### src/hw/rtl/tdpd_pkg.sv
`default_nettype none

package tdpd_pkg;

  localparam int DATA_BYTE_W = 8;
  localparam int SAMPLE_W    = 32;
  localparam int CHAN_IDX_W  = 4;

  localparam int CFG_ADDR_W  = 1;
  localparam int CFG_DATA_W  = 12;
  localparam int SPC_W       = 12;
  localparam int CC_W        = 5;

  localparam logic [SPC_W-1:0] SPC_RESET = 12'd100;
  localparam logic [CC_W-1:0]  CC_RESET  = 5'd1;

  typedef enum logic [CFG_ADDR_W-1:0] {
    REG_SAMPLES_PER_CHANNEL = 1'b0,
    REG_CHANNEL_COUNT       = 1'b1
  } cfg_reg_t;

  // tag type nibble
  localparam logic [3:0] TAG_D4  = 4'h1;
  localparam logic [3:0] TAG_D8  = 4'h2;
  localparam logic [3:0] TAG_D12 = 4'h3;
  localparam logic [3:0] TAG_D16 = 4'h4;

  typedef enum logic [2:0] {
    BT_ABS = 3'd0,
    BT_D4  = 3'd1,
    BT_D8  = 3'd2,
    BT_D12 = 3'd3,
    BT_D16 = 3'd4
  } blk_t;

  typedef enum logic [4:0] {
    PH_WAIT  = 5'b00001,
    PH_FIRST = 5'b00010,
    PH_TAG   = 5'b00100,
    PH_DATA  = 5'b01000,
    PH_DONE  = 5'b10000
  } phase_t;

  typedef struct packed {
    logic signed [SAMPLE_W-1:0] sample_value;
    logic [CHAN_IDX_W-1:0]      channel_index;
    logic                       run_last;
  } res_t;

endpackage

`default_nettype wire

### src/hw/rtl/tdpd_if.sv
`default_nettype none

interface tdpd_in_if import tdpd_pkg::*; ();
  logic                   valid;
  logic                   ready;
  logic [DATA_BYTE_W-1:0] data_byte;
  logic                   packet_start;

  modport source (output valid, output data_byte, output packet_start, input ready);
  modport sink   (input valid, input data_byte, input packet_start, output ready);
endinterface

interface tdpd_out_if import tdpd_pkg::*; ();
  logic                       valid;
  logic                       ready;
  logic signed [SAMPLE_W-1:0] sample_value;
  logic [CHAN_IDX_W-1:0]      channel_index;
  logic                       run_last;

  modport source (output valid, output sample_value, output channel_index, output run_last,
                  input ready);
  modport sink   (input valid, input sample_value, input channel_index, input run_last,
                  output ready);
endinterface

`default_nettype wire

### src/hw/rtl/tagged_delta_packet_decoder_core.sv
// channel  dir  handshake       payload
// in_bus   in   valid/ready     data_byte[7:0], packet_start
// out_bus  out  valid/ready     sample_value[31:0] signed, channel_index[3:0], run_last
// cfg      in   cfg_wr_en       cfg_addr[0], cfg_wdata[11:0]
//
// a byte is registered, decoded combinationally and its samples land in a two-entry result buffer
// the first sample passes the input register and then the result buffer before out_bus shows it
// one byte per cycle while out_ready is high and each byte gives at most one sample; a byte
// of two 4-bit differences waits until the result buffer drains, one beat per cycle
// rst_n is synchronous; out_ready low fills the buffer, then the input register holds

`default_nettype none

module tagged_delta_packet_decoder_core import tdpd_pkg::*; #(
  parameter int MAX_CHANNELS = 16,
  parameter int MAX_SAMPLES  = 4095
) (
  input  wire                   clk,
  input  wire                   rst_n,
  tdpd_in_if.sink               in_bus,
  tdpd_out_if.source            out_bus,
  input  wire                   cfg_wr_en,
  input  wire [CFG_ADDR_W-1:0]  cfg_addr,
  input  wire [CFG_DATA_W-1:0]  cfg_wdata
);

  localparam int CW  = $clog2(MAX_CHANNELS + 1);
  localparam int SW  = $clog2(MAX_SAMPLES + 1);
  localparam int CHW = (CW > CC_W) ? CW : CC_W;
  localparam int SPW = (SW > SPC_W) ? SW : SPC_W;

  // configuration
  logic [SPC_W-1:0] spc_r;
  logic [CC_W-1:0]  cc_r;
  logic [CHW-1:0]   eff_ch;
  logic [SPW-1:0]   eff_spc;

  // input register
  logic                   s1_v_r;
  logic [DATA_BYTE_W-1:0] s1_byte_r;
  logic                   s1_start_r;

  // parser state
  phase_t         ph_r,   ph_nxt;
  logic           par_r,  par_nxt;
  logic [31:0]    gat_r,  gat_nxt;
  logic [1:0]     gc_r,   gc_nxt;
  logic [31:0]    run_r,  run_nxt;
  blk_t           bt_r,   bt_nxt;
  logic [7:0]     brem_r, brem_nxt;
  logic [SW-1:0]  csd_r,  csd_nxt;
  logic [CW-1:0]  cur_r,  cur_nxt;

  // decode temporaries
  logic [7:0]     b;
  logic [15:0]    tag;
  logic [11:0]    d12;
  logic [15:0]    d16;
  logic           active;
  logic           after_blk;
  logic [1:0]     emit_cnt;
  logic [31:0]    emit_val0;
  logic [31:0]    emit_val1;
  logic [CW+3:0]  ch_wide;
  res_t           res0;
  res_t           res1;
  logic           proc;

  // result buffer
  res_t       slot_r [2];
  res_t       slot_nxt [2];
  logic [1:0] cnt_r, cnt_nxt;
  logic       pop;

  function automatic logic [SW-1:0] sat_inc(input logic [SW-1:0] v);
    return (v < SW'(MAX_SAMPLES)) ? v + SW'(1) : v;
  endfunction

  always_ff @(posedge clk) begin
    if (!rst_n) begin
      spc_r <= SPC_RESET;
      cc_r  <= CC_RESET;
    end else if (cfg_wr_en) begin
      case (cfg_addr)
        REG_SAMPLES_PER_CHANNEL: spc_r <= cfg_wdata[SPC_W-1:0];
        REG_CHANNEL_COUNT:       cc_r  <= cfg_wdata[CC_W-1:0];
        default: ;
      endcase
    end
  end

  assign eff_ch  = (CHW'(cc_r) > CHW'(MAX_CHANNELS)) ? CHW'(MAX_CHANNELS) : CHW'(cc_r);
  assign eff_spc = (SPW'(spc_r) > SPW'(MAX_SAMPLES)) ? SPW'(MAX_SAMPLES) : SPW'(spc_r);

  // input register
  assign in_bus.ready = rst_n && (!s1_v_r || proc);

  always_ff @(posedge clk) begin
    if (!rst_n) begin
      s1_v_r <= 1'b0;
    end else if (in_bus.valid && in_bus.ready) begin
      s1_v_r <= 1'b1;
    end else if (proc) begin
      s1_v_r <= 1'b0;
    end
  end

  always_ff @(posedge clk) begin
    if (in_bus.valid && in_bus.ready) begin
      s1_byte_r  <= in_bus.data_byte;
      s1_start_r <= in_bus.packet_start;
    end
  end

  // one-byte decode
  always_comb begin
    ph_nxt    = ph_r;
    par_nxt   = par_r;
    gat_nxt   = gat_r;
    gc_nxt    = gc_r;
    run_nxt   = run_r;
    bt_nxt    = bt_r;
    brem_nxt  = brem_r;
    csd_nxt   = csd_r;
    cur_nxt   = cur_r;
    b         = s1_byte_r;
    tag       = {gat_r[7:0], s1_byte_r};
    d12       = '0;
    d16       = '0;
    active    = 1'b0;
    after_blk = 1'b0;
    emit_cnt  = 2'd0;
    emit_val0 = '0;
    emit_val1 = '0;

    if (s1_start_r) begin
      par_nxt  = 1'b0;
      cur_nxt  = '0;
      run_nxt  = '0;
      bt_nxt   = BT_ABS;
      brem_nxt = '0;
      gc_nxt   = '0;
      gat_nxt  = '0;
      csd_nxt  = '0;
      ph_nxt   = (eff_ch == '0) ? PH_DONE : PH_FIRST;
    end
    ch_wide = {4'b0, cur_nxt};

    case (ph_nxt)
      PH_FIRST: begin
        active = 1'b1;
        if (!(gc_nxt == 2'd0 && par_nxt)) begin
          gat_nxt = {gat_nxt[23:0], b};
          if (gc_nxt == 2'd3) begin
            run_nxt   = gat_nxt;
            csd_nxt   = sat_inc('0);
            emit_cnt  = 2'd1;
            emit_val0 = run_nxt;
            after_blk = 1'b1;
          end else begin
            gc_nxt = gc_nxt + 2'd1;
          end
        end
      end
      PH_TAG: begin
        active = 1'b1;
        if (!(gc_nxt == 2'd0 && par_nxt)) begin
          if (gc_nxt == 2'd0) begin
            gat_nxt = {24'b0, b};
            gc_nxt  = 2'd1;
          end else begin
            case (tag[15:12])
              TAG_D4:  bt_nxt = BT_D4;
              TAG_D8:  bt_nxt = BT_D8;
              TAG_D12: bt_nxt = BT_D12;
              TAG_D16: bt_nxt = BT_D16;
              default: bt_nxt = BT_ABS;
            endcase
            brem_nxt = tag[7:0];
            gc_nxt   = '0;
            gat_nxt  = '0;
            if (tag[7:0] == 8'd0) begin
              after_blk = 1'b1;
            end else begin
              ph_nxt = PH_DATA;
            end
          end
        end
      end
      PH_DATA: begin
        active = 1'b1;
        case (bt_nxt)
          BT_D4: begin
            run_nxt = run_nxt - {{28{b[7]}}, b[7:4]};
            if (brem_nxt != 8'd0) brem_nxt = brem_nxt - 8'd1;
            csd_nxt   = sat_inc(csd_nxt);
            emit_cnt  = 2'd1;
            emit_val0 = run_nxt;
            if (brem_nxt != 8'd0) begin
              run_nxt   = run_nxt - {{28{b[3]}}, b[3:0]};
              brem_nxt  = brem_nxt - 8'd1;
              csd_nxt   = sat_inc(csd_nxt);
              emit_cnt  = 2'd2;
              emit_val1 = run_nxt;
            end
          end
          BT_D8: begin
            run_nxt = run_nxt - {{24{b[7]}}, b};
            if (brem_nxt != 8'd0) brem_nxt = brem_nxt - 8'd1;
            csd_nxt   = sat_inc(csd_nxt);
            emit_cnt  = 2'd1;
            emit_val0 = run_nxt;
          end
          BT_D12: begin
            if (gc_nxt == 2'd0) begin
              gat_nxt = {24'b0, b};
              gc_nxt  = 2'd1;
            end else begin
              if (gc_nxt == 2'd1) begin
                d12 = {gat_nxt[7:0], b[7:4]};
              end else begin
                d12 = {gat_nxt[3:0], b};
              end
              run_nxt = run_nxt - {{20{d12[11]}}, d12};
              if (brem_nxt != 8'd0) brem_nxt = brem_nxt - 8'd1;
              csd_nxt   = sat_inc(csd_nxt);
              emit_cnt  = 2'd1;
              emit_val0 = run_nxt;
              if (gc_nxt == 2'd1) begin
                gat_nxt = {28'b0, b[3:0]};
                gc_nxt  = (brem_nxt != 8'd0) ? 2'd2 : 2'd0;
              end else begin
                gc_nxt = 2'd0;
              end
            end
          end
          BT_D16: begin
            if (gc_nxt == 2'd0) begin
              gat_nxt = {24'b0, b};
              gc_nxt  = 2'd1;
            end else begin
              d16     = {gat_nxt[7:0], b};
              run_nxt = run_nxt - {{16{d16[15]}}, d16};
              if (brem_nxt != 8'd0) brem_nxt = brem_nxt - 8'd1;
              csd_nxt   = sat_inc(csd_nxt);
              emit_cnt  = 2'd1;
              emit_val0 = run_nxt;
              gc_nxt    = 2'd0;
            end
          end
          default: begin
            gat_nxt = {gat_nxt[23:0], b};
            if (gc_nxt == 2'd2) begin
              run_nxt = {{8{gat_nxt[23]}}, gat_nxt[23:0]};
              if (brem_nxt != 8'd0) brem_nxt = brem_nxt - 8'd1;
              csd_nxt   = sat_inc(csd_nxt);
              emit_cnt  = 2'd1;
              emit_val0 = run_nxt;
              gc_nxt    = 2'd0;
            end else begin
              gc_nxt = gc_nxt + 2'd1;
            end
          end
        endcase
        if (brem_nxt == 8'd0) after_blk = 1'b1;
      end
      default: ;
    endcase

    // end of block or first sample: next tag or next channel
    if (after_blk) begin
      gc_nxt = '0;
      if (SPW'(csd_nxt) >= eff_spc) begin
        cur_nxt = cur_nxt + CW'(1);
        gat_nxt = '0;
        csd_nxt = '0;
        ph_nxt  = (CHW'(cur_nxt) >= eff_ch) ? PH_DONE : PH_FIRST;
      end else begin
        ph_nxt = PH_TAG;
      end
    end

    if (active) par_nxt = !par_nxt;

    res0.sample_value  = emit_val0;
    res0.channel_index = ch_wide[3:0];
    res0.run_last      = (emit_cnt == 2'd1);
    res1.sample_value  = emit_val1;
    res1.channel_index = ch_wide[3:0];
    res1.run_last      = 1'b1;
  end

  assign proc = s1_v_r &&
                (({1'b0, cnt_r} - {2'b0, pop} + {1'b0, emit_cnt}) <= 3'd2);

  always_ff @(posedge clk) begin
    if (!rst_n) begin
      ph_r   <= PH_WAIT;
      par_r  <= 1'b0;
      gat_r  <= '0;
      gc_r   <= '0;
      run_r  <= '0;
      bt_r   <= BT_ABS;
      brem_r <= '0;
      csd_r  <= '0;
      cur_r  <= '0;
    end else if (proc) begin
      ph_r   <= ph_nxt;
      par_r  <= par_nxt;
      gat_r  <= gat_nxt;
      gc_r   <= gc_nxt;
      run_r  <= run_nxt;
      bt_r   <= bt_nxt;
      brem_r <= brem_nxt;
      csd_r  <= csd_nxt;
      cur_r  <= cur_nxt;
    end
  end

  // result buffer
  assign pop = (cnt_r != 2'd0) && out_bus.ready;

  always_comb begin
    slot_nxt = slot_r;
    cnt_nxt  = cnt_r;
    if (pop) begin
      slot_nxt[0] = slot_r[1];
      cnt_nxt     = cnt_r - 2'd1;
    end
    if (proc) begin
      if (emit_cnt == 2'd1) begin
        slot_nxt[cnt_nxt[0]] = res0;
        cnt_nxt              = cnt_nxt + 2'd1;
      end else if (emit_cnt == 2'd2) begin
        slot_nxt[0] = res0;
        slot_nxt[1] = res1;
        cnt_nxt     = 2'd2;
      end
    end
  end

  always_ff @(posedge clk) begin
    if (!rst_n) begin
      cnt_r <= '0;
    end else begin
      cnt_r <= cnt_nxt;
    end
  end

  always_ff @(posedge clk) begin
    slot_r <= slot_nxt;
  end

  assign out_bus.valid         = (cnt_r != 2'd0);
  assign out_bus.sample_value  = slot_r[0].sample_value;
  assign out_bus.channel_index = slot_r[0].channel_index;
  assign out_bus.run_last      = slot_r[0].run_last;

  a_cnt_range: assert property (@(posedge clk) disable iff (!rst_n)
    cnt_r != 2'd3)
    else $error("result buffer count out of range");

  a_pair_held: assert property (@(posedge clk) disable iff (!rst_n)
    out_bus.valid && !out_bus.run_last |-> cnt_r == 2'd2)
    else $error("first of a sample pair shown without its partner");

  a_chan_bound: assert property (@(posedge clk) disable iff (!rst_n)
    CHW'(cur_r) <= CHW'(MAX_CHANNELS))
    else $error("channel counter past limit");

  a_samp_bound: assert property (@(posedge clk) disable iff (!rst_n)
    SPW'(csd_r) <= SPW'(MAX_SAMPLES))
    else $error("sample counter past saturation");

endmodule

`default_nettype wire

### src/flat_wrapper.sv
// flat-port wrapper written by rule: the top's interface ports become plain ports
module tagged_delta_packet_decoder_core_flat import tdpd_pkg::*;
#(
  parameter int MAX_CHANNELS = 16,
  parameter int MAX_SAMPLES  = 4095
)
  (clk, rst_n, cfg_wr_en, cfg_addr, cfg_wdata, in_bus_valid, in_bus_data_byte, in_bus_packet_start, in_bus_ready, out_bus_valid, out_bus_sample_value, out_bus_channel_index, out_bus_run_last, out_bus_ready);
  tdpd_in_if in_bus_i ();
  tdpd_out_if out_bus_i ();
  input  wire clk;
  input  wire rst_n;
  input  wire cfg_wr_en;
  input  wire [CFG_ADDR_W-1:0] cfg_addr;
  input  wire [CFG_DATA_W-1:0] cfg_wdata;
  input wire logic [$bits(in_bus_i.valid)-1:0] in_bus_valid;
  input wire logic [$bits(in_bus_i.data_byte)-1:0] in_bus_data_byte;
  input wire logic [$bits(in_bus_i.packet_start)-1:0] in_bus_packet_start;
  output wire logic [$bits(in_bus_i.ready)-1:0] in_bus_ready;
  output wire logic [$bits(out_bus_i.valid)-1:0] out_bus_valid;
  output wire logic [$bits(out_bus_i.sample_value)-1:0] out_bus_sample_value;
  output wire logic [$bits(out_bus_i.channel_index)-1:0] out_bus_channel_index;
  output wire logic [$bits(out_bus_i.run_last)-1:0] out_bus_run_last;
  input wire logic [$bits(out_bus_i.ready)-1:0] out_bus_ready;
  assign in_bus_i.valid = in_bus_valid;
  assign in_bus_i.data_byte = in_bus_data_byte;
  assign in_bus_i.packet_start = in_bus_packet_start;
  assign in_bus_ready = in_bus_i.ready;
  assign out_bus_valid = out_bus_i.valid;
  assign out_bus_sample_value = out_bus_i.sample_value;
  assign out_bus_channel_index = out_bus_i.channel_index;
  assign out_bus_run_last = out_bus_i.run_last;
  assign out_bus_i.ready = out_bus_ready;
  tagged_delta_packet_decoder_core #(.MAX_CHANNELS(MAX_CHANNELS), .MAX_SAMPLES(MAX_SAMPLES)) u_core (.clk(clk), .rst_n(rst_n), .in_bus(in_bus_i), .out_bus(out_bus_i), .cfg_wr_en(cfg_wr_en), .cfg_addr(cfg_addr), .cfg_wdata(cfg_wdata));
endmodule
### config.mk
export PLATFORM = sky130hd
export DESIGN_NAME = tagged_delta_packet_decoder_core_flat
export DESIGN_NICKNAME = d
export VERILOG_FILES = /design/src/hw/rtl/tdpd_pkg.sv /design/src/hw/rtl/tdpd_if.sv /design/src/hw/rtl/tagged_delta_packet_decoder_core.sv /design/src/flat_wrapper.sv
export SDC_FILE = /design/constraint.sdc
export NUM_CORES = 1
export LEC_CHECK = 0
export ABC_AREA = 1
export BUFFER_PORTS_ARGS = -buffer_cell sky130_fd_sc_hd__clkbuf_2
export CAP_MARGIN = 20
export CORE_MARGIN = 4
export CORE_UTILIZATION = 40
export CTS_CLUSTER_DIAMETER = 30
export DETAILED_ROUTE_END_ITERATION = 16
export PLACE_DENSITY = 0.55
export SYNTH_ARGS = -nofsm -noshare
export SYNTH_HDL_FRONTEND = slang
export SYNTH_SLANG_ARGS = --single-unit
### constraint.sdc
create_clock -name clk -period 20.4 [get_ports clk]
set_input_delay 3.06 -clock clk [delete_from_list [all_inputs] [get_ports clk]]
set_output_delay 3.06 -clock clk [all_outputs]
set_load 0.05 [all_outputs]
# Word level (Yosys, flattened, before mapping)

Cells that the tools add are included.

Output and inout bits: 39
Flip-flop bits (word level): 203
Input bits: 27
Word-level logic and storage cells: 211

Reductions and logical operators: 25
$add $sub $neg: 15
Order comparisons: 9
Muxes and demuxes: 123
Equality and inequality tests: 16
Bitwise logic cells: 2

Operator list:

| operator                                                           | number |
|---|---|
| 32-bit two-way mux                                                 | 23 |
| 32-bit one-hot mux with 4 select lines                             | 2 |
| 74-bit two-way mux                                                 | 3 |
| 32-bit one-hot mux with 3 select lines                             | 2 |
| 12-bit two-way mux                                                 | 15 |
| 32-bit subtractor                                                  | 5 |
| 32-bit one-hot mux with 2 select lines                             | 2 |
| 8-bit two-way mux                                                  | 15 |
| 74-bit bitwise mux                                                 | 1 |
| 37-bit two-way mux                                                 | 2 |
| 5-bit two-way mux                                                  | 13 |
| 37-bit demux with 1-bit select                                     | 1 |
| 12-bit one-hot mux with 3 select lines                             | 1 |
| 8-bit one-hot mux with 4 select lines                              | 1 |
| 2-bit two-way mux                                                  | 15 |
| 12-bit by 1-bit adder with 12-bit output, second input constant    | 2 |
| 12-bit < comparator, second input constant                         | 2 |
| 12-bit one-hot mux with 2 select lines                             | 1 |
| 8-bit nonzero test                                                 | 3 |
| 2-bit one-hot mux with 3 select lines                              | 3 |
| 8-bit zero test                                                    | 2 |
| 8-bit one-hot mux with 2 select lines                              | 1 |
| 8-bit by 1-bit subtractor with 8-bit output, second input constant | 2 |
| 1-bit two-way mux                                                  | 15 |
| 38 further kinds                                                   | 58 |

# Depth between registers and ports, before layout

Gate-level depths: netlist (run 1).

Word-level depth: 18
Gate-level depth with buffers: 39
Depth with buffers taken out: 36

# Least setup slack after synthesis (run 1)

Ideal clock, no wire load.

Path type: in2out
Start: in out_bus_ready
End: out in_bus_ready
Stages on the path: 15
Path slack: 11.588 ns
Path buffers: 2
Arrival: 5.752 ns
Data required time: 17.340 ns
Path through: nand2_1 > inv_1 > clkbuf_1 > clkbuf_1 > ha_1 > inv_1 > ha_1 > inv_1 > fa_1 > xor2_1 > o21a_1 > inv_1 > nand2_1 > inv_1 > nor2_1

Word-level cells in the longest chain between the ends: 7

RTL lines:

| element                                        | RTL line                                | source |
|---|---|---|
| start, declared                                | flat_wrapper.sv:23                      | `input wire logic [$bits(out_bus_i.ready)-1:0] out_bus_ready;` |
| 1-bit logical AND                              | tagged_delta_packet_decoder_core.sv:321 | `assign pop = (cnt_r != 2'd0) && out_bus.ready;` |
| 2-bit by 1-bit subtractor with 3-bit output    | tagged_delta_packet_decoder_core.sv:294 | `(({1'b0, cnt_r} - {2'b0, pop} + {1'b0, emit_cnt}) <= 3'd2);` |
| 3-bit by 2-bit adder with 3-bit output         | tagged_delta_packet_decoder_core.sv:294 |  |
| 3-bit by 2-bit <= comparator with 1-bit output | tagged_delta_packet_decoder_core.sv:294 |  |
| 1-bit logical AND                              | tagged_delta_packet_decoder_core.sv:293 | `assign proc = s1_v_r &&` |
| 1-bit logical OR                               | tagged_delta_packet_decoder_core.sv:96  | `assign in_bus.ready = rst_n && (!s1_v_r \|\| proc);` |
| 1-bit logical AND                              | tagged_delta_packet_decoder_core.sv:96  |  |
| end, declared                                  | flat_wrapper.sv:18                      | `output wire logic [$bits(in_bus_i.ready)-1:0] in_bus_ready;` |

Every way passes these cells.

# Worst setup path after layout (run 1)

Start: reg u_core.s1_start_r
End: out in_bus_ready

Word-level cells in the longest chain between the ends: 14
Elaborated cells on any way between the ends: 34
Classes of those cells: add/sub (2); order compare (1); eq/ne (8); mux (15); reduce/logical (8)

RTL lines:

| element                                                                           | RTL line                                | source |
|---|---|---|
| start, declared                                                                   | tagged_delta_packet_decoder_core.sv:41  | `logic s1_start_r;` |
| start signal, assigned                                                            | tagged_delta_packet_decoder_core.sv:111 | `s1_start_r <= in_bus.packet_start;` |
| 8-bit two-way mux                                                                 | tagged_delta_packet_decoder_core.sv:136 | `if (s1_start_r) begin` |
| 8-bit by 1-bit subtractor with 8-bit output or 8-bit nonzero test (tied branches) | tagged_delta_packet_decoder_core.sv:195 | `if (brem_nxt != 8'd0) brem_nxt = brem_nxt - 8'd1;` |
| 8-bit two-way mux                                                                 | tagged_delta_packet_decoder_core.sv:195 |  |
| 8-bit two-way mux                                                                 | tagged_delta_packet_decoder_core.sv:192 | `case (bt_nxt)` |
| 8-bit two-way mux                                                                 | tagged_delta_packet_decoder_core.sv:149 | `case (ph_nxt)` |
| 8-bit nonzero test                                                                | tagged_delta_packet_decoder_core.sv:199 | `if (brem_nxt != 8'd0) begin` |
| 2-bit two-way mux                                                                 | tagged_delta_packet_decoder_core.sv:199 |  |
| 2-bit one-hot mux with 3 select lines                                             | tagged_delta_packet_decoder_core.sv:192 |  |
| 2-bit one-hot mux with 2 select lines (*)                                         | tagged_delta_packet_decoder_core.sv:149 |  |
| 3-bit by 2-bit adder with 3-bit output (*)                                        | tagged_delta_packet_decoder_core.sv:294 |  |
| 3-bit by 2-bit <= comparator with 1-bit output (*)                                | tagged_delta_packet_decoder_core.sv:294 |  |
| 1-bit logical AND (*)                                                             | tagged_delta_packet_decoder_core.sv:293 |  |
| 1-bit logical OR (*)                                                              | tagged_delta_packet_decoder_core.sv:96  |  |
| 1-bit logical AND (*)                                                             | tagged_delta_packet_decoder_core.sv:96  |  |

Every way passes the cells marked *; elsewhere a longest branch is shown, timed or not. The select of a mux whose other input is x is not followed.

==> results of run 1 <==
layout make-up:
cell class / count / area (um^2) / area share
clock inverter: 14 / 181.4 / 0.007068
clock buffer: 18 / 429.2 / 0.01672
tap: 782 / 978.4 / 0.03812
inverter: 501 / 1883 / 0.07336
timing repair buffer: 108 / 655.6 / 0.02554
sequential: 195 / 4364 / 0.1700
multi-input combinational: 3397 / 17180 / 0.6692
worst min-delay path, stage by stage, from the launching register on:
cell and delay (ns):
dfxtp_1 0.30, inv_1 0.06, a21oi_1 0.06
metal layers:
metal  track usage  up-vias  wire [um]
met5             0        -         26
met4        0.1013        4       4017
met3        0.1277      249      16520
met2        0.5116     1732      47550
met1        0.4928    13650      50580
li1              -    14130          -
cell families after synthesis:
logic type | Yosys count
and+or+nand+nor | 2289
DFF | 195
adders and majority gates | 108
buffers and inverters | 707
AOI/OAI and AO/OA | 885
xor gates and xnor gates | 106
muxes | 9
layout by cell type, fill, tap and decap left out, types with 12 or more instances in the layout:
cell / synthesis / layout
xor2_1: 84 / 84
xnor2_1: 20 / 20
edfxtp_1: 46 / 46
ha_1: 106 / 106
inv_1: 481 / 480
nand3_1: 382 / 382
o211ai_1: 62 / 62
a22oi_1: 17 / 17
o21bai_1: 15 / 15
dfxtp_1: 149 / 149
a221oi_1: 40 / 40
nand2_1: 1295 / 1293
o21ai_1: 15 / 15
o22ai_1: 31 / 31
o21ai_0: 244 / 244
nand2_2: 20 / 22
a41oi_1: 12 / 12
nand3b_1: 14 / 14
nor2_1: 437 / 432
a21o_1: 12 / 12
o221ai_1: 17 / 17
buf_4: 41 / 42
a211oi_1: 12 / 12
nand4_1: 47 / 47
nor3_1: 44 / 42
clkbuf_2: 0 / 65
a31oi_1: 36 / 36
nor2_2: 10 / 14
clkbuf_16: 0 / 17
a21oi_1: 329 / 329
metrics by stage:
| stage | total power [mW] | hold slack (ns) | std cells | setup slack [ns] | utilization |
|---|---|---|---|---|---|
| final | 1.747 | 0.4641 | 5015 | 10.38 | 0.4253 |
| after detailed placement | 1.349 | 0.4524 | 4982 | 11.07 | 0.4149 |
| after global placement | 1.348 | 0.4466 | 4982 | 11.23 | 0.4149 |
| after global routing | 1.841 | 0.4878 | 5015 | 10.02 | 0.4253 |
| after CTS | 1.723 | 0.4640 | 5014 | 10.51 | 0.4250 |
| after floorplan | 1.124 | 0.4331 | 4299 | 11.59 | - |
power breakdown:
part | internal, mW | switching [mW]
combinational | 0.234 | 0.672
sequential | 0.437 | 0.0281
clock | 0.177 | 0.198
total | 0.849 | 0.899
final timing paths:
check / depth (start not counted) / endpoint / slack (ns)
hold / removal: 2 / u_core.spc_r[8] / 0.46
setup / recovery: 30 / in_bus_ready / 10.38
hold reg to reg: 2 / u_core.spc_r[8] / 0.46
setup reg to reg: 31 / u_core.run_r[7] / 11.73
==> impl_metrics.json, run 1 <==
{
  "synthTopCellsByArea": "nand2_1 (20%), dfxtp_1 (12%), nand3_1 (7.8%)",
  "cpMaxStageDelayCell": "nor2_2",
  "end_kind": "output pin",
  "crit_top_cell": "inv_1",
  "ant_nets": 0,
  "coreArea_um2": 60360,
  "report.final.setup_viol": 0,
  "startpoint": "u_core.s1_start_r",
  "htreeDepth": 4,
  "cts.sinks": 195,
  "dp.final_hpwl_um": 91810,
  "antenna_found_initial": 3,
  "holdCritStartpoint": "u_core.spc_r[8]",
  "synthSimpleGateAreaFrac": 0.3914,
  "hold_viol_final": 0,
  "antenna_cells": 0,
  "synth_top_family_by_area": "simple AND/OR/NAND/NOR gates",
  "min_path_type": "register to register",
  "synth_most_common_cell": "nand2_1",
  "yosysSeqAreaShare": 0.1790,
  "synth_cells": 4299,
  "r2r-start": "u_core.s1_start_r",
  "routed_wl_um": 118700,
  "yosysTopAreaCellShare": 0.1993,
  "ioPinCount": 66,
  "outcome": "completed",
  "worstPathMaxFanout": 28,
  "numCtsBuffers": 17,
  "clk_pin_slew_ns": 0.08,
  "synth-async-reset-ratio": 0,
  "drtPass1Iterations": 7,
  "synth.top_cells.by_count": "nand2_1 (1,295), inv_1 (481), nor2_1 (437)",
  "grt_pass1_wl_um": 172600,
  "critPathMaxStageDelay_ns": 0.85,
  "yosysUniqueCellTypes": 59,
  "cts-root-buf": "clkbuf_16",
  "clkLatencyLatePin_ns": 0.51,
  "crit_family": "simple AND/OR/NAND/NOR gates",
  "cts_hold_buf": 0,
  "arrival_ns": 6.96,
  "finalWeightedCongestion": 1.086,
  "grt_start_max_net_pins": 87,
  "vias": 29770,
  "layout-drive-gt1-share": 0.05268,
  "setup_tns_ns": 0,
  "initial_utilization": 0.4040,
  "rsz0062_at_grt": "no",
  "drv_slew": 0,
  "fin_worst_skew_ns": 0.02249,
  "relSlewSlack": 0.2665,
  "worstMarginPinSlew_ns": 1.097,
  "syn-cell-area_um2": 24390,
  "wl_per_cell_um": 23.67,
  "synth_xor_area_frac": 0.03869,
  "ys_seq_elements": 195,
  "num-fill-cells": 6835,
  "muxShareOfSynthArea": 0.003694,
  "grt_overflow": 0,
  "synth_edf_count": 46,
  "cts_tree": "done",
  "yosys_warnings": 0,
  "avgSynthCellArea_um2": 5.672,
  "dieWidth_um": 254.9,
  "drv_cap": 0,
  "synth_fa_ha_area_frac": 0.05603,
  "fin_crit_sh": 0.4912,
  "detail_route.vias_per_cell": 5.935,
  "die_area_um2": 64980,
  "cp_data_required_time_ns": 17.34,
  "clock_path_buffers": 2,
  "cp_num_buf_inv": 11,
  "placed_cell_area_um2": 25040,
  "cellPowerDensity_nw_per_um2": 68.06,
  "p_leak_nw": 12.35,
  "drc": 0,
  "finalInstanceArea_um2": 25670,
  "rows": 90,
  "finalCriticalPeriod_ns": 10.02,
  "drt_iter0_drc": 4054,
  "syn_to_final_growth_pct": 5.264,
  "criticalPathCategory": "register to output pin",
  "ys.flop_type": "dfxtp_1",
  "grt_pass1_vias": 26630,
  "nNetsFinal": 4355,
  "synth_compound_area_frac": 0.2133,
  "cts-resized-gates": 0,
  "syn-num-nets": 4434,
  "max-vdd-ir-drop_mv": 0.06497,
  "post-synth-top-area-cell": "nand2_1",
  "track_usage": 0.3530,
  "timing.fmax_mhz": 99.79,
  "dieHeight_um": 254.9,
  "port_buffers": 65,
  "start_kind": "register",
  "cts_setup_buffers": 0
}
Power figures use the tool's default switching activity.
==> run 2, diff against run 1 <==
- PLACE_DENSITY: 0.55 -> 0.57
- clock period: 20.4 -> 9.2 ns (I/O delays scaled with it)
==> impl_metrics.json, run 2 (same netlist as run 1, synthesis figures left out) <==
{
  "outcome": "completed",
  "worstPathMaxFanout": 27,
  "fin_worst_skew_ns": 0.02152,
  "dpl_worst_slack_ns": 1.846,
  "numCtsBuffers": 17,
  "wl_per_cell_um": 23.17,
  "detail_route.vias_per_cell": 5.976,
  "cts-root-buf": "clkbuf_16",
  "grt_pass1_vias": 26330,
  "combinationalPowerShare": 0.514,
  "relSlewSlack": 0.3341,
  "dp.final_hpwl_um": 89900,
  "report.final.setup_viol": 0,
  "coreArea_um2": 60360,
  "cts_hold_buf": 0,
  "cpMaxStageDelayCell": "nor2_4",
  "cp_data_required_time_ns": 7.82,
  "dieWidth_um": 254.9,
  "max-vdd-ir-drop_mv": 0.1223,
  "antenna_found_initial": 4,
  "crit_top_cell": "inv_1",
  "grt_start_max_net_pins": 65,
  "vias": 30010,
  "hold_viol_final": 0,
  "criticalPathCategory": "register to output pin",
  "cts_setup_buffers": 0,
  "critPathMaxStageDelay_ns": 0.64,
  "nNetsFinal": 4361,
  "p_leak_nw": 12.38,
  "arrival_ns": 6.59,
  "rows": 90,
  "routed_wl_um": 116300,
  "die_area_um2": 64980,
  "crit_family": "simple AND/OR/NAND/NOR gates",
  "cts_tree": "done",
  "cts.sinks": 195,
  "p_seq_frac": 0.266,
  "grt_overflow": 0,
  "min_path_type": "register to register",
  "fin_crit_sh": 0.8658,
  "layout_setup_ws_ns": 1.234,
  "cts-resized-gates": 0,
  "track_usage": 0.3448,
  "p_sw_frac": 0.5111,
  "grt_pass1_wl_um": 169600,
  "drv_cap": 0,
  "final_common_cell": "nand2_1",
  "drc": 0,
  "timing.fmax_mhz": 125.5,
  "internal-power_mw": 1.895,
  "start_kind": "register",
  "drv_slew": 0,
  "mostFrequentLayoutCells": "nand2_1 (1,293), inv_1 (480), nor2_1 (432)",
  "dieHeight_um": 254.9,
  "cp_num_buf_inv": 10,
  "antenna_cells": 0,
  "port_buffers": 65,
  "layout-drive-gt1-share": 0.05426,
  "finalWeightedCongestion": 1.033,
  "setup_tns_ns": 0,
  "htreeDepth": 4,
  "syn_to_final_growth_pct": 5.485,
  "drt_iter0_drc": 4356,
  "clkLatencyLatePin_ns": 0.52,
  "finalCriticalPeriod_ns": 7.966,
  "rsz0062_at_grt": "no",
  "clock_path_buffers": 2,
  "switchingPower_mw": 1.981,
  "pwr-share-clk": 0.219,
  "worstMarginPinSlew_ns": 0.9884,
  "initial_utilization": 0.4040,
  "end_kind": "output pin",
  "cellPowerDensity_nw_per_um2": 150.7,
  "ant_nets": 0,
  "drtPass1Iterations": 7,
  "ioPinCount": 66,
  "clk_pin_slew_ns": 0.08
}
-- run 2: cell count changes in the layout (fill, tap and decap cells not counted), sizes merged --
cell      change
buf           +6
clkinv        -1
clkinvlp      +1
-- run 2: worst register-to-register path, delay by kind of cell, from the launching register on --
family | cells | cell delay, ns
buffers and inverters | 9 | 2.57
and+or+nand+nor | 10 | 1.96
adders and majority gates | 4 | 1.30
xor gates and xnor gates | 2 | 0.48
AOI/OAI and AO/OA | 3 | 0.47
DFF | 1 | 0.32
-- run 2: cell type report --
cell class | instances | area [um^2]
Sequential cell | 195 | 4364
Multi-Input combinational cell | 3397 | 17180
Inverter | 501 | 1883
Tap cell | 782 | 978.4
Clock inverter | 14 | 182.7
Fill cell | 6760 | 34630
Clock buffer | 18 | 439.2
Timing Repair Buffer | 114 | 698.2
-- run 2: final timing paths --
path	from	slack, ns	to	depth (start not counted)
setup / recovery	u_core.s1_start_r	1.23	in_bus_ready	27
hold reg to reg	u_core.spc_r[9]	0.47	u_core.spc_r[9]	2
hold / removal	u_core.spc_r[9]	0.47	u_core.spc_r[9]	2
setup reg to reg	u_core.s1_start_r	2.01	u_core.run_r[22]	28
-- run 2: power groups by stage --
stage               sequential [mW]  combinational [mW]  clock, mW
finish                         1.03                1.99      0.850
floorplan                      1.04                1.47          0
global placement               1.05                1.93          0
global route                   1.05                2.16      0.878
CTS                            1.03                1.94      0.857
detailed placement             1.05                1.93          0
-- run 2: per-layer routing --
| layer | vias to the layer above | GRT usage | share of wire | wire length, um |
|---|---|---|---|---|
| li1 | 14140 | - | - | - |
| met1 | 13740 | 0.4964 | 0.43 | 49780 |
| met2 | 1854 | 0.4893 | 0.40 | 46290 |
| met3 | 271 | 0.1103 | 0.14 | 15990 |
| met4 | 0 | 0.1048 | 0.037 | 4249 |
| met5 | - | 0 | 0 | 0 |
-- run 2: per-stage QoR --
step / std cells / instance area (um^2) / power [mW] / util / hold slack [ns]
after detailed placement: 4988 / 25090 / 2.980 / 0.4156 / 0.4551
after CTS: 5020 / 25710 / 3.826 / 0.4259 / 0.4688
final: 5021 / 25720 / 3.876 / 0.4262 / 0.4677
after floorplan: 4299 / 24390 / 2.506 / - / 0.4331
after global routing: 5021 / 25720 / 4.080 / 0.4262 / 0.4854
after global placement: 4987 / 25080 / 2.979 / 0.4155 / 0.4451
